===== config.mk =====
export PLATFORM = sky130hd
export DESIGN_NAME = fde_pixel_pipe
export DESIGN_NICKNAME = d
export VERILOG_FILES = /design/src/hdl/fde_pkg.sv /design/src/hdl/fde_pixel_pipe.sv
export SDC_FILE = /design/constraint.sdc
export NUM_CORES = 1
export LEC_CHECK = 0
export ABC_AREA = 0
export BUFFER_PORTS_ARGS = -buffer_cell sky130_fd_sc_hd__buf_4
export CAP_MARGIN = 20
export CORE_ASPECT_RATIO = 1.75
export CORE_MARGIN = 8
export CORE_UTILIZATION = 40
export DETAILED_ROUTE_END_ITERATION = 8
export MAX_ROUTING_LAYER = met4
export PLACE_DENSITY = 0.74
export SLEW_MARGIN = 20
export SYNTH_ARGS = -nofsm -noshare
export SYNTH_HDL_FRONTEND = slang
export SYNTH_SLANG_ARGS = --single-unit

===== constraint.sdc =====
create_clock -name clk_i -period 2 [get_ports clk_i]
set_clock_uncertainty 0.1 [all_clocks]
set_input_delay 0.1 -clock clk_i [delete_from_list [all_inputs] [get_ports clk_i]]
set_output_delay 0.1 -clock clk_i [all_outputs]
set_load 0.1 [all_outputs]

===== src/hdl/fde_pkg.sv =====
// Shared constants and types of the frame buffer draw engine.
// No dependencies; every other file but fde_store imports this package.
`default_nettype none
package fde_pkg;

  localparam int OP_W = 3;
  localparam logic [OP_W-1:0] OP_POINT  = 3'd0;
  localparam logic [OP_W-1:0] OP_LINE   = 3'd1;
  localparam logic [OP_W-1:0] OP_CIRCLE = 3'd2;
  localparam logic [OP_W-1:0] OP_FILL   = 3'd3;
  localparam logic [OP_W-1:0] OP_BINARY = 3'd4;
  localparam logic [OP_W-1:0] OP_INVERT = 3'd5;
  localparam logic [OP_W-1:0] OP_READ   = 3'd6;
  localparam logic [OP_W-1:0] OP_UNUSED = 3'd7;

  localparam int RADIUS_W   = 8;
  localparam int CFG_IDX_W  = 2;
  localparam int CFG_DATA_W = 7;
  localparam logic [CFG_IDX_W-1:0] REG_FRAME_WIDTH  = 2'd0;
  localparam logic [CFG_IDX_W-1:0] REG_FRAME_HEIGHT = 2'd1;
  localparam logic [CFG_DATA_W-1:0] FRAME_SIZE_RESET = 7'd64;

  // Memory access request between pipeline stages
  typedef struct packed {
    logic wr;
    logic rd;
  } px_ctl_t;

endpackage
`default_nettype wire


===== src/hdl/fde_pixel_pipe.sv =====
// Pixel stage: clips a coordinate to the active frame and forms the store
// address y*width + x. Depends on fde_pkg.
`default_nettype none
module fde_pixel_pipe #(
  parameter int EW = 14,
  parameter int SW = 7,
  parameter int SH = 7,
  parameter int AW = 12,
  parameter int PW = 32
) (
  input  wire logic                 clk_i,
  input  wire logic                 rst_ni,
  input  fde_pkg::px_ctl_t          req_i,
  input  wire logic signed [EW-1:0] x_i,
  input  wire logic signed [EW-1:0] y_i,
  input  wire logic [PW-1:0]        data_i,
  input  wire logic [SW-1:0]        act_w_i,
  input  wire logic [SH-1:0]        act_h_i,
  output fde_pkg::px_ctl_t          ctl_o,
  output logic [AW-1:0]             addr_o,
  output logic [PW-1:0]             data_o,
  output logic                      inb_o
);
  import fde_pkg::*;

  logic             in_frame;
  logic [SW+SH-1:0] lin;
  px_ctl_t          ctl_d, ctl_q;
  logic [AW-1:0]    addr_q;
  logic [PW-1:0]    data_q;
  logic             inb_q;

  always_comb begin
    in_frame = !x_i[EW-1] && (x_i[EW-2:0] < (EW-1)'(act_w_i)) &&
               !y_i[EW-1] && (y_i[EW-2:0] < (EW-1)'(act_h_i));
    lin      = y_i[SH-1:0] * act_w_i + (SW+SH)'(x_i[SW-1:0]);
    ctl_d.wr = req_i.wr && in_frame;
    ctl_d.rd = req_i.rd;
  end

  always_ff @(posedge clk_i or negedge rst_ni) begin
    if (!rst_ni) begin
      ctl_q <= '0;
      inb_q <= 1'b0;
    end else begin
      ctl_q <= ctl_d;
      if (req_i.rd) begin
        inb_q <= in_frame;
      end
    end
  end

  always_ff @(posedge clk_i) begin
    addr_q <= AW'(lin);
    data_q <= data_i;
  end

  assign ctl_o  = ctl_q;
  assign addr_o = addr_q;
  assign data_o = data_q;
  assign inb_o  = inb_q;
endmodule
`default_nettype wire


==> results of run 1 <==
-- metrics by stage --
stage | instance area, um^2 | utilization, %
after floorplan | 3070 | -
after global placement | 4400 | 61.3
after detailed placement | 4400 | 61.3
after CTS | 5020 | 69.9
after global routing | 5080 | 70.7
final | 5080 | 70.7
-- cell usage in the layout, fill, tap and decap left out, types with 2 or more instances in the layout --
cell and instances:
inv_1 52, xnor2_1 10, nor3_1 3, fa_2 3
clkbuf_16 6, nor3b_1 2, buf_6 12, nand2_1 21
fa_1 27, nand2b_1 2, nand2_2 4, nand3_1 4
ha_4 8, ha_1 31, dlygate4sd3_1 36, and2_1 21
a31oi_1 2, dfrtp_1 3, buf_4 147, a21oi_2 2
a21o_1 2, and2_4 4, a21oi_1 4, inv_2 8
o21ai_0 5, dfxtp_1 44, buf_8 5, nor2_1 5
nor4_1 5
-- synth_stat cells, types with 2 or more instances --
| library cell | instances | area share (%) |
|---|---|---|
| a21o_1 | 2 | 0.51 |
| a21oi_1 | 6 | 1.0 |
| a31oi_1 | 2 | 0.42 |
| and2_1 | 25 | 5.3 |
| dfrtp_1 | 3 | 2.5 |
| dfxtp_1 | 44 | 30 |
| fa_1 | 30 | 20 |
| ha_1 | 39 | 17 |
| inv_1 | 60 | 7.6 |
| nand2_1 | 26 | 3.3 |
| nand2b_1 | 2 | 0.42 |
| nand3_1 | 5 | 0.85 |
| nor2_1 | 6 | 0.76 |
| nor2b_1 | 3 | 0.64 |
| nor3_1 | 3 | 0.51 |
| nor3b_1 | 2 | 0.51 |
| nor4_1 | 5 | 1.1 |
| o21ai_0 | 6 | 1.0 |
| xnor2_1 | 10 | 3.0 |
-- per-layer routing --
| layer | share of wire [%] | wire (um) | vias to the layer above |
|---|---|---|---|
| met1 | 35 | 3130 | 1320 |
| met4 | 2.0 | 180 | 0 |
| met2 | 58 | 5170 | 105 |
| met5 | 0 | 0 | - |
| li1 | - | - | 1331 |
| met3 | 5.7 | 509 | 11 |
-- how the worst max path moves through the flow --
stage	startpoint	to	slack, ns	cells past startpoint
CTS	y_i[5]	addr_o[11]$_DFF_P_	-1.49	16
global placement	act_w_i[1]	addr_o[11]$_DFF_P_	-1.79	16
global route	y_i[5]	addr_o[9]$_DFF_P_	-1.69	16
detailed placement	act_w_i[1]	addr_o[9]$_DFF_P_	-1.90	16
floorplan	act_w_i[1]	addr_o[11]$_DFF_P_	-1.54	15
finish	y_i[5]	addr_o[9]$_DFF_P_	-1.53	16
-- sequential cells by signal, summed over array words and instances, names as in the netlist --
name    flops
inb_o       1
addr_o     12
data_o     32
ctl_o       2
-- layout make-up --
class | instances | share of cell area [%]
Timing Repair Buffer | 200 | 33.0
Sequential cell | 47 | 18.8
Tap cell | 86 | 2.12
Multi-Input combinational cell | 185 | 38.4
Clock inverter | 2 | 0.320
Clock buffer | 6 | 2.96
Inverter | 60 | 4.44
-- kinds of logic after synthesis --
logic type	after synthesis	synth area share (%)
fa+ha+maj	69	36.9
compound gates	23	5.09
buf+inv	60	7.63
mux	2	0.721
flops	47	32.4
simple gates	80	14.0
xor+xnor	11	3.26
-- report_power, final --
| part | switching, uW | internal, uW | leakage (uW) | total [uW] |
|---|---|---|---|---|
| Combinational | 2140 | 1370 | 0.00206 | 3510 |
| Clock | 353 | 543 | 0.0000786 | 896 |
| Sequential | 38.0 | 1100 | 0.000411 | 1140 |
-- what timing repair did --
| item | in CTS | in global routing |
|---|---|---|
| pin swaps | 11 | 2 |
| hold buffers | 36 | 0 |
| hold endpoints to repair | 39 | 0 |
| setup buffers | 0 | 1 |
| gates cloned | 0 | 0 |
| resized for setup | 26 | 10 |
| setup endpoints to repair | 9 | 9 |
==> run summary, run 1 <==
After detailed routing, the number of remaining DRC violations is 0. The power density over the cells is 1090 nW/um^2. For the static leakage, the log shows 0.00255 uW. The H-tree was split into 2 levels.

The maximum cell stage delay along the critical path was 0.53 ns; the share of the yosys chip area belonging to registers was 32.4%. The tools report the synthesized area as 2950 um^2. Clock tree synthesis inserted a total of 5 buffers. Total design power: 5550 uW.

The worst setup margin came out at -1.53 ns. The tools report the initial antenna violation count as 0. Of the available clock period, the critical path in the final layout requires 176%. For this run, the top clock speed supported by timing is 283 MHz.

The tool flagged a number of max-cap violations equal to 0. At the worst endpoint, the required time is 2.12 ns. Setup total negative slack on the finished layout was measured at -9.73 ns. The largest individual stage delay along the critical path comes from the cell fa_1.

The startpoint of the worst-slack reg-to-reg timing path is inb_o$_DFFE_PN0P_. The multi-input combinational cells in the finished layout cover a total of 1950 um^2. The first global-routing pass estimated 14300 um of wire. The data arrival at the endpoint of the critical path is 3.65 ns.

Dividing the detail-routed via count by the number of cells gives 4.72. Most used flip-flop cell after synthesis: dfxtp_1. The sum of buffers and inverters on the critical path is 5. The clock-pin transition on the worst setup and hold timing paths was 0.07 ns; the mean cell area of the mapped netlist was 10.1 um^2. For this block, the initial DRC count from the detailed router was 80.

The run gives 2767 as the via total after detailed routing. From left edge to right edge, the die measures 80.9 um. The depth of the worst register-to-register path came out at 1. Routed wire length per instance: 15.3 um.

The remaining global-route overflow was 0; the met2 track demand over resource in global routing was 35.4%. The row count is 41. The number of buffer cells added on primary ports is 124.

The count of endpoints failing hold in the final timing report is 0, and the final max-slew violation count is 0. The proportion of synthesized flip-flops having asynchronous set or reset works out to 6.38%. Synthesis inferred 47 register bits. The tools report the via count of the first global-routing pass as 3155.

Registers take 956 um^2. Path category of the worst min-delay check: in2async. The run gives 0 as the number of antenna repair diodes. The number of nets handed over by synthesis was 439. Setup repair after global routing could not meet its margin everywhere.

The first TritonRoute pass finished after 4 iterations. In this run the vertical extent of the chip is 130 um. The count of flip-flops with a built-in enable after synthesis is 0. The count of different cell masters after synthesis came out at 32.

The maximum number of buffers from clock root to sink was 2. CTS placed an instance of clkbuf_16 at the clock tree root. The flow ran to the end, but the final reports show violations. The starting utilization of the core area is 41.1%, and the largest fanout on the critical path is 5.

The share of post-route cells with drive strength above 1 was 41.6%; the number of I/O pins was 125. For the pin with the worst max-slew slack, the measured transition is 0.303 ns. The tools report the critical path capture point type as a flop.

The critical path in this run is classified as in2reg. The area growth from synthesis to layout is 72.0%. After legalization and detailed placement, the total HPWL measured 7110 um. CTS saw 47 sinks.

The tools report the number of filler instances in the final layout as 542. For flop-to-flop paths, the worst setup slack is 1.12 ns. The core region is 7180 um^2. Setup violations remaining at the end of the flow were counted as 9.

The final reports fail on negative setup slack. Once detail routing completed, the nets flagged for antenna violations numbered 0. TritonCTS built the clock tree. Synthesis produced 292 cells. The pin count of the biggest net entering global routing was 17; the total number of yosys warnings was 0. The most numerous cell on the critical path was fa_1. The endpoint identified for the worst register-to-register timing path is inb_o$_DFFE_PN0P_. The layer flagged by global routing as most heavily used is met2.

The net total in the final layout came out at 646. The met1 usage was 16.7%; the worst ir drop on vdd was 0.000440 V. Prior to clock tree synthesis, the placed netlist has a worst setup slack of -1.90 ns. Startpoint type of the worst setup path: an input pin. The tools report the tightest slew margin relative to the limit as 79.6%. For the die area, the log shows 10500 um^2. The critical path goes through buf_6 -> and2_4 -> fa_1 -> inv_1 -> fa_1 -> inv_1 -> fa_1 -> inv_1 -> fa_1 -> inv_2 -> ha_4 -> nand3_2 -> o211ai_1 -> nor4_1 -> nor3_1 -> xor2_1. The clock period minus worst slack is 3.53 ns, and the latest clock arrival within the worst-skew pair is 0.29 ns. The tools report the total placed cells including tap cells as 541. The total routed wirelength was 9000 um; the hold slack was 0.0337 ns.

The cell family contributing the most delay on the critical path is adder cells. For the global routing usage on met3, the log shows 1.94%. Routability-driven placement finished with a final weighted congestion of 0.854. Global routing used 17.9% of the available tracks across all layers. The final cell count without fillers is 586.
Note: power is estimated with default switching activity, not from simulation.
==> run 2, diff against run 1 <==
Settings changed: MAX_ROUTING_LAYER met4 to not set.
==> run 2 against run 1 <==
The run still ends with negative setup slack left. Power up 2.2%. Clock power increased by 5.0%. Wire length is 1.4% higher. Combinational power increased by 2%. Count of clock-buffer cells in the layout shrank 1. Utilization is 1.3 points higher. Non-clock buffer count rose by 5. Sequential share of layout area decreased by 0.35 points. Cell count rose by 0.85%. Critical path type unchanged. Largest cell class unchanged. Largest power group unchanged. Highest routed layer unchanged.
==> run summary, run 2 (synthesized netlist as in run 1, its figures left out) <==
The run finished, with violations left. The checks that failed: negative setup slack. The power density over the cells is 1100 nW/um^2 (+0.35%), and the final routed DRC violation total is 0 (unchanged). For the sequential fraction of design power, the log shows 20.2% (-0.3 points). The die area was 10500 um^2 (unchanged).

The logs give 0 (unchanged) for the final max-slew violation count and 3.55 ns (-0.10 ns) for the data arrival at the endpoint of the critical path. TritonCTS built the clock tree. The net total in the final layout was 651 (+0.77%); the row count was 41 (unchanged).

The critical-path cell with the highest stage delay was fa_1. The number of vias per cell after detailed routing was 4.66 (-1.3%). The routed wire length per instance is 15.4 um (+0.59%).

The final RePlAce weighted congestion came out at 0.843 (-1.3%). The latest clock arrival within the worst-skew pair came out at 0.28 ns (about the same). The run gives 0.0336 ns (-0.0000354 ns) as the hold slack. Via total after detailed routing: 2754 (-0.47%). The tools report the root buffer selected by CTS as clkbuf_16. The logs give 0 (unchanged) for the count of endpoints failing hold in the final timing report and 4 (unchanged) for the number of detailed-routing iterations run before antenna repair. The depth of the worst register-to-register path works out to 1 (unchanged). Leaving out fill and tap cells, the most frequent cells in the layout are 150 x buf_4, 48 x inv_1, 44 x dfxtp_1, 36 x dlygate4sd3_1, 28 x ha_1. The maximum number of buffers from clock root to sink is 2 (unchanged). The tools report the static leakage as 0.00259 uW (+1.3%).

The logs give 63.2% (about the same) for the combinational cell fraction of total power and 0 (unchanged) for the post-detailed-route count of antenna-violating nets. The largest fanout on the critical path is 4 (-1). The capture point of the worst reg-to-reg path is inb_o$_DFFE_PN0P_. The final cycle utilization of the critical path is 174% (-2.0 points).

For the number of violations reported at the end of detailed-routing iteration 0, the log shows 77 (-3.8%). The share of post-route cells with drive strength above 1 was 44.6% (+3.0 points); the clock-pin transition on the worst setup and hold timing paths was 0.07 ns (about the same). The setup TNS is -9.46 ns (+0.265 ns), and the number of buffer cells added on primary ports is 124 (unchanged).

The worst setup path is captured at a flop. The run gives 2550 uW (+0.83%) as the net switching power figure. The critical path is of the in2reg type. For the total placed instance area, the log shows 4410 um^2 (+0.17%).

The flip-flop count of the largest register, all copies and words added is 32 (unchanged). Cell type group with the largest total delay on the critical path: adder cells. The HPWL after detailed placement is 7060 um (-0.65%), and the maximum cell stage delay along the critical path is 0.53 ns (about the same). Setup repair after global routing could not meet its margin everywhere.

Remaining global-route overflow: 0 (unchanged). The path category of the worst min-delay check was in2async. The width of the chip was 80.9 um (unchanged); the number of I/O pins was 125 (unchanged). The number of max-cap violations was 0 (unchanged).

The sum of buffers and inverters on the critical path works out to 6 (+1). For the number of setup violations in the final report, the log shows 9 (unchanged). The area growth from synthesis to layout is 75.2%. The total design power is 5670 uW (+2.2%), and the overall routing resource usage is 17.6% (-0.36 points).

The clock period minus worst slack came out at 3.49 ns (-0.0397 ns). The logs give 3151 (-0.13%) for the via count of the first global-routing pass and 47 (unchanged) for the clock sink total. The H-tree depth reported by CTS was 2 (unchanged); the required time reported for the critical path endpoint was 2.06 ns (-0.06 ns). The tools report the total routed wirelength as 9130 um (+1.4%).

The chip height is 130 um (unchanged), and the maximum operating frequency is 287 MHz (+1.1%). The pin count of the biggest net entering global routing is 17 (unchanged). The tools report the number of antenna repair diodes as 0 (unchanged).

The number of filler instances in the final layout is 540 (-0.37%). The number of buffers created by CTS is 5 (unchanged), and the clock share of power is 16.6% (+0.4 points). The wire length of the first global-routing pass was 14400 um (+0.78%). The worst ir drop on vdd was 0.000557 V (+27%). The share of total power consumed by net switching works out to 45.0% (-0.63 points). The startpoint identified for the worst register-to-register timing path is inb_o$_DFFE_PN0P_.

The worst setup path is launched from an input pin. The run gives 41.1% (unchanged) as the starting utilization of the core area. The critical path goes through buf_6 -> and2_4 -> fa_1 -> inv_1 -> fa_1 -> inv_2 -> fa_1 -> inv_1 -> fa_1 -> inv_2 -> ha_4 -> buf_4 -> nand2_2 -> o211ai_1 -> nor4_1 -> nor3_1 -> xor2_1.

The slack of the worst reg-to-reg path was 1.12 ns (about the same). The most common cell after layout, fill and taps aside is buf_4. The standard cell core area came out at 7180 um^2 (unchanged). Tightest slew margin relative to the limit: 79.9% (+0.32 points). The final design utilization was 72.0% (+1.3 points); the measured slew at the worst slew-check pin was 0.299 ns (-0.00431 ns). The internal power came out at 3120 uW (+3.4%). The logs give 5170 um^2 (+1.9%) for the cell area after layout and 0 (unchanged) for the initial antenna violation count. For the worst setup margin, the log shows -1.49 ns (+0.0397 ns).

The most numerous cell on the critical path was fa_1.
-- run 2: cell count changes in the layout (fill, tap and decap cells not counted), sizes merged --
cell / delta
buf: +5
bufinv: +1
clkbuf: -1
-- run 2: layout make-up --
type / instances / area (um^2) / share of cell area (%)
multi-input combinational: 185 / 2000 / 38.6
timing repair buffer: 205 / 1720 / 33.2
sequential: 47 / 956 / 18.5
inverter: 60 / 225 / 4.36
clock buffer: 5 / 125 / 2.42
tap: 86 / 108 / 2.08
clock inverter: 3 / 46.3 / 0.895
-- run 2: repair_timing --
action                                  CTS  global route
hold buffers                             36             0
gates resized for setup                  38            13
setup buffers                             5             1
endpoints found under the hold margin    39             0
endpoints found under the setup margin    9            10
pin swaps                                14             6
-- run 2: how the worst max path moves through the flow --
stage | startpoint | to | slack, ns | cells past startpoint
6_report | y_i[5] | addr_o[9]$_DFF_P_ | -1.49 | 17
4_1_cts | y_i[5] | addr_o[11]$_DFF_P_ | -1.49 | 16
3_5_place_dp | act_w_i[1] | addr_o[11]$_DFF_P_ | -1.89 | 16
5_1_grt | y_i[5] | addr_o[9]$_DFF_P_ | -1.66 | 16
2_1_floorplan | act_w_i[1] | addr_o[11]$_DFF_P_ | -1.54 | 15
3_3_place_gp | act_w_i[1] | addr_o[9]$_DFF_P_ | -1.81 | 16
-- run 2: through the flow --
step / setup slack [ns] / cells
finish: -1.49 / 591
CTS: -1.49 / 591
global route: -1.66 / 591
detailed placement: -1.89 / 542
floorplan: -1.54 / 292
global placement: -1.81 / 542
-- run 2: power by group through the flow --
stage | clock network [uW] | logic (uW) | registers [uW]
2_1_floorplan | 0 | 1320 | 2210
3_3_place_gp | 0 | 3270 | 1160
3_5_place_dp | 0 | 3340 | 1160
4_1_cts | 964 | 3540 | 1140
5_1_grt | 993 | 3900 | 1150
6_report | 941 | 3580 | 1140
-- run 2: layer usage --
metal / vias up / track usage, % / routed length [um]
met3: 13 / 3.05 / 591
met2: 98 / 35.9 / 5320
li1: 1346 / - / -
met4: 0 / 6.14 / 170
met5: - / 0 / 0
met1: 1297 / 16.1 / 3050
==> run 3, diff against run 2 <==
Settings changed: RECOVER_POWER set to 50.
==> run 3 against run 2 <==
The flow still finishes with violations (negative setup slack). Clock power about the same. Power decreased by 0.75%. Non-clock buffer count unchanged. Worst setup slack about the same. Cell area shrank 0.73%. Sequential share of layout area increased by 0.14 points. Worst hold slack gained 0.015 ns. Cell count unchanged. Via count up 0.11%. Largest power group unchanged. Sequential power about the same. Count of clock-buffer cells in the layout stayed put.
==> run summary, run 3 (synthesized netlist as in run 1, its figures left out) <==
The via count of the first global-routing pass came out at 3151 (unchanged). Setup repair after global routing could not meet its margin everywhere. The worst setup path is launched from an input pin. The measured slew at the worst slew-check pin was 1.19 ns (+0.887 ns); the sequential fraction of design power was 20.3% (about the same). The clock period minus worst slack was 3.49 ns (-0.0000500 ns).

The clock-pin transition on the worst setup and hold timing paths was 0.07 ns (about the same); the worst setup slack before clock tree synthesis was -1.89 ns (unchanged). The growth of design area from synthesis to finish is 73.9%. The tools report the capture point of the worst reg-to-reg path as inb_o$_DFFE_PN0P_. Number of vias per cell after detailed routing: 4.66 (+0.11%). The number of max-cap violations is 0 (unchanged).

The worst ir drop on vdd was 0.000558 V (+0.21%); the row count was 41 (unchanged). The via total after detailed routing is 2757 (+0.11%), and the worst setup margin is -1.49 ns (+0.0000500 ns). For the H-tree depth reported by CTS, the log shows 2 (unchanged). The number of antenna repair diodes is 0 (unchanged). The number of filler instances in the final layout is 552 (+2.2%). The checks that failed: negative setup slack. The worst hold path belongs to the class in2async. The number of buffers created by CTS was 5 (unchanged); the number of setup violations in the final report was 9 (unchanged).

The number of I/O pins was 125 (unchanged). In this run the critical register-to-register path is launched from inb_o$_DFFE_PN0P_. The power density over the cells is 1100 nW/um^2 (about the same), and the routed wire length per instance is 15.4 um (-0.33%). The setup TNS is -9.47 ns (-0.0111 ns).

The run gives 0 (unchanged) as the final max-slew violation count. CTS placed an instance of clkbuf_16 at the clock tree root. Initial antenna violation count: 0 (unchanged).

The critical path in this run is classified as in2reg. The most common cell after layout, fill and taps aside is buf_4. The number of detailed-routing iterations run before antenna repair was 4 (unchanged); the data arrival at the endpoint of the critical path was 3.55 ns (about the same). The final RePlAce weighted congestion was 0.843 (unchanged). The flip-flop count of the largest register, all copies and words added works out to 32 (unchanged). The tools report the launch point of the critical path as y_i[5]. The logs give 14400 um (unchanged) for the wire length of the first global-routing pass and 7060 um (unchanged) for the HPWL after detailed placement. The width of the chip works out to 80.9 um (unchanged). For the internal power, the log shows 3080 uW (-1.4%). The pin count of the biggest net entering global routing came out at 17 (unchanged).

The standard cell core area came out at 7180 um^2 (unchanged). The net switching power figure was 2550 uW (about the same); the combinational cell fraction of total power was 63.0% (-0.2 points). The library cells used most frequently in the layout, excluding fill and tap cells, are 108 x buf_4, 48 x inv_1, 44 x dfxtp_1, 36 x dlygate4sd3_1, 32 x clkbuf_4. The total design power is 5630 uW (-0.75%), and the required time reported for the critical path endpoint is 2.06 ns (about the same). The share of post-route cells with drive strength above 1 was 42.6% (-2.0 points); the total routed wirelength was 9100 um (-0.33%).

The largest fanout on the critical path is 4 (unchanged), and the static leakage is 0.00254 uW (-1.6%). The overall routing resource usage was 17.6% (unchanged); the chip height was 130 um (unchanged). The starting utilization of the core area was 41.1% (unchanged). The tools report the maximum operating frequency as 287 MHz (about the same). The tools report the remaining global-route overflow as 0 (unchanged). The logs give 0 (unchanged) for the final routed DRC violation total and 2 (unchanged) for the maximum number of buffers from clock root to sink. The number of violations reported at the end of detailed-routing iteration 0 came out at 62 (-19%).

Die area: 10500 um^2 (unchanged). STA classifies the critical path endpoint as a flop. The tightest slew margin relative to the limit is 21.3% (-59 points), and the number of buffer cells added on primary ports is 124 (unchanged). For the count of endpoints failing hold in the final timing report, the log shows 0 (unchanged). The clock sink total is 47 (unchanged), and the slack of the worst reg-to-reg path is 1.13 ns (about the same). The flow ran to the end, but the final reports show violations. The net total in the final layout was 651 (unchanged); the latest clock arrival within the worst-skew pair was 0.28 ns (about the same). The share of total power consumed by net switching is 45.3% (+0.34 points), and the final cycle utilization of the critical path is 174% (about the same). TritonCTS built the clock tree. The depth of the worst register-to-register path is 1 (unchanged), and the clock share of power is 16.7% (about the same). Post-detailed-route count of antenna-violating nets: 0 (unchanged).
==> run 3: changes by cell type in the layout (fill, tap and decap cells not counted) <==
cell      delta
clkbuf_4    +32
clkbuf_1    +10
buf_4       -42
==> run 3: power by group through the flow <==
stage	Sequential (uW)	Combinational (uW)	Clock, uW
floorplan	2210	1320	0
global placement	1160	3270	0
detailed placement	1160	3340	0
CTS	1140	3540	964
global route	1150	3850	993
finish	1140	3540	940
==> run 3: how the worst max path moves through the flow <==
stage                                    end  slack, ns  depth (start not counted)
after global placement     addr_o[9]$_DFF_P_      -1.81                         16
after global routing       addr_o[9]$_DFF_P_      -1.66                         16
after floorplan           addr_o[11]$_DFF_P_      -1.54                         15
after detailed placement  addr_o[11]$_DFF_P_      -1.89                         16
after CTS                 addr_o[11]$_DFF_P_      -1.49                         16
final                      addr_o[9]$_DFF_P_      -1.49                         17
==> run 3: layout make-up <==
class	instances	area, um^2	share of cell area (%)
Clock buffer	5	125	2.44
Sequential cell	47	956	18.6
Tap cell	86	108	2.10
Timing Repair Buffer	205	1680	32.7
Clock inverter	3	46.3	0.902
Multi-Input combinational cell	185	2000	38.9
Inverter	60	225	4.39
==> run 3: critical path: stages <==
cell and delay (ns):
buf_6 0.09, and2_4 0.15, fa_1 0.53, inv_1 0.05, fa_1 0.49, inv_2 0.04
fa_1 0.47, inv_1 0.05, fa_1 0.48, inv_2 0.04, ha_4 0.22, buf_4 0.14
nand2_2 0.06, o211ai_1 0.13, nor4_1 0.26, nor3_1 0.10, xor2_1 0.15
==> run 3: what timing repair did <==
item / in CTS / in global routing
gates resized for setup: 38 / 13
hold buffers: 36 / 0
endpoints found under the setup margin: 9 / 10
pin swaps: 14 / 6
hold endpoints to repair: 39 / 0
buffers inserted: 5 / 1
==> run 3: routing by layer <==
layer  wire (um)  track usage (%)  share of wire [%]  up-vias
li1            -                -                  -     1348
met1        3030             16.1                 33     1304
met2        5320             35.9                 58       92
met3         578             3.05                6.4       13
met4         165             6.14                1.8        0
met5           0                0                  0        -
==> run 3: metrics by stage <==
stage                     instance area (um^2)  util [%]  instances  hold slack (ns)
final                                     5130      71.5        591           0.0490
after global routing                      5130      71.5        591           0.0577
after CTS                                 5120      71.3        591           0.0432
after detailed placement                  4410      61.4        542           -0.208
after global placement                    4410      61.4        542           -0.212
after floorplan                           3070         -        292           -0.296
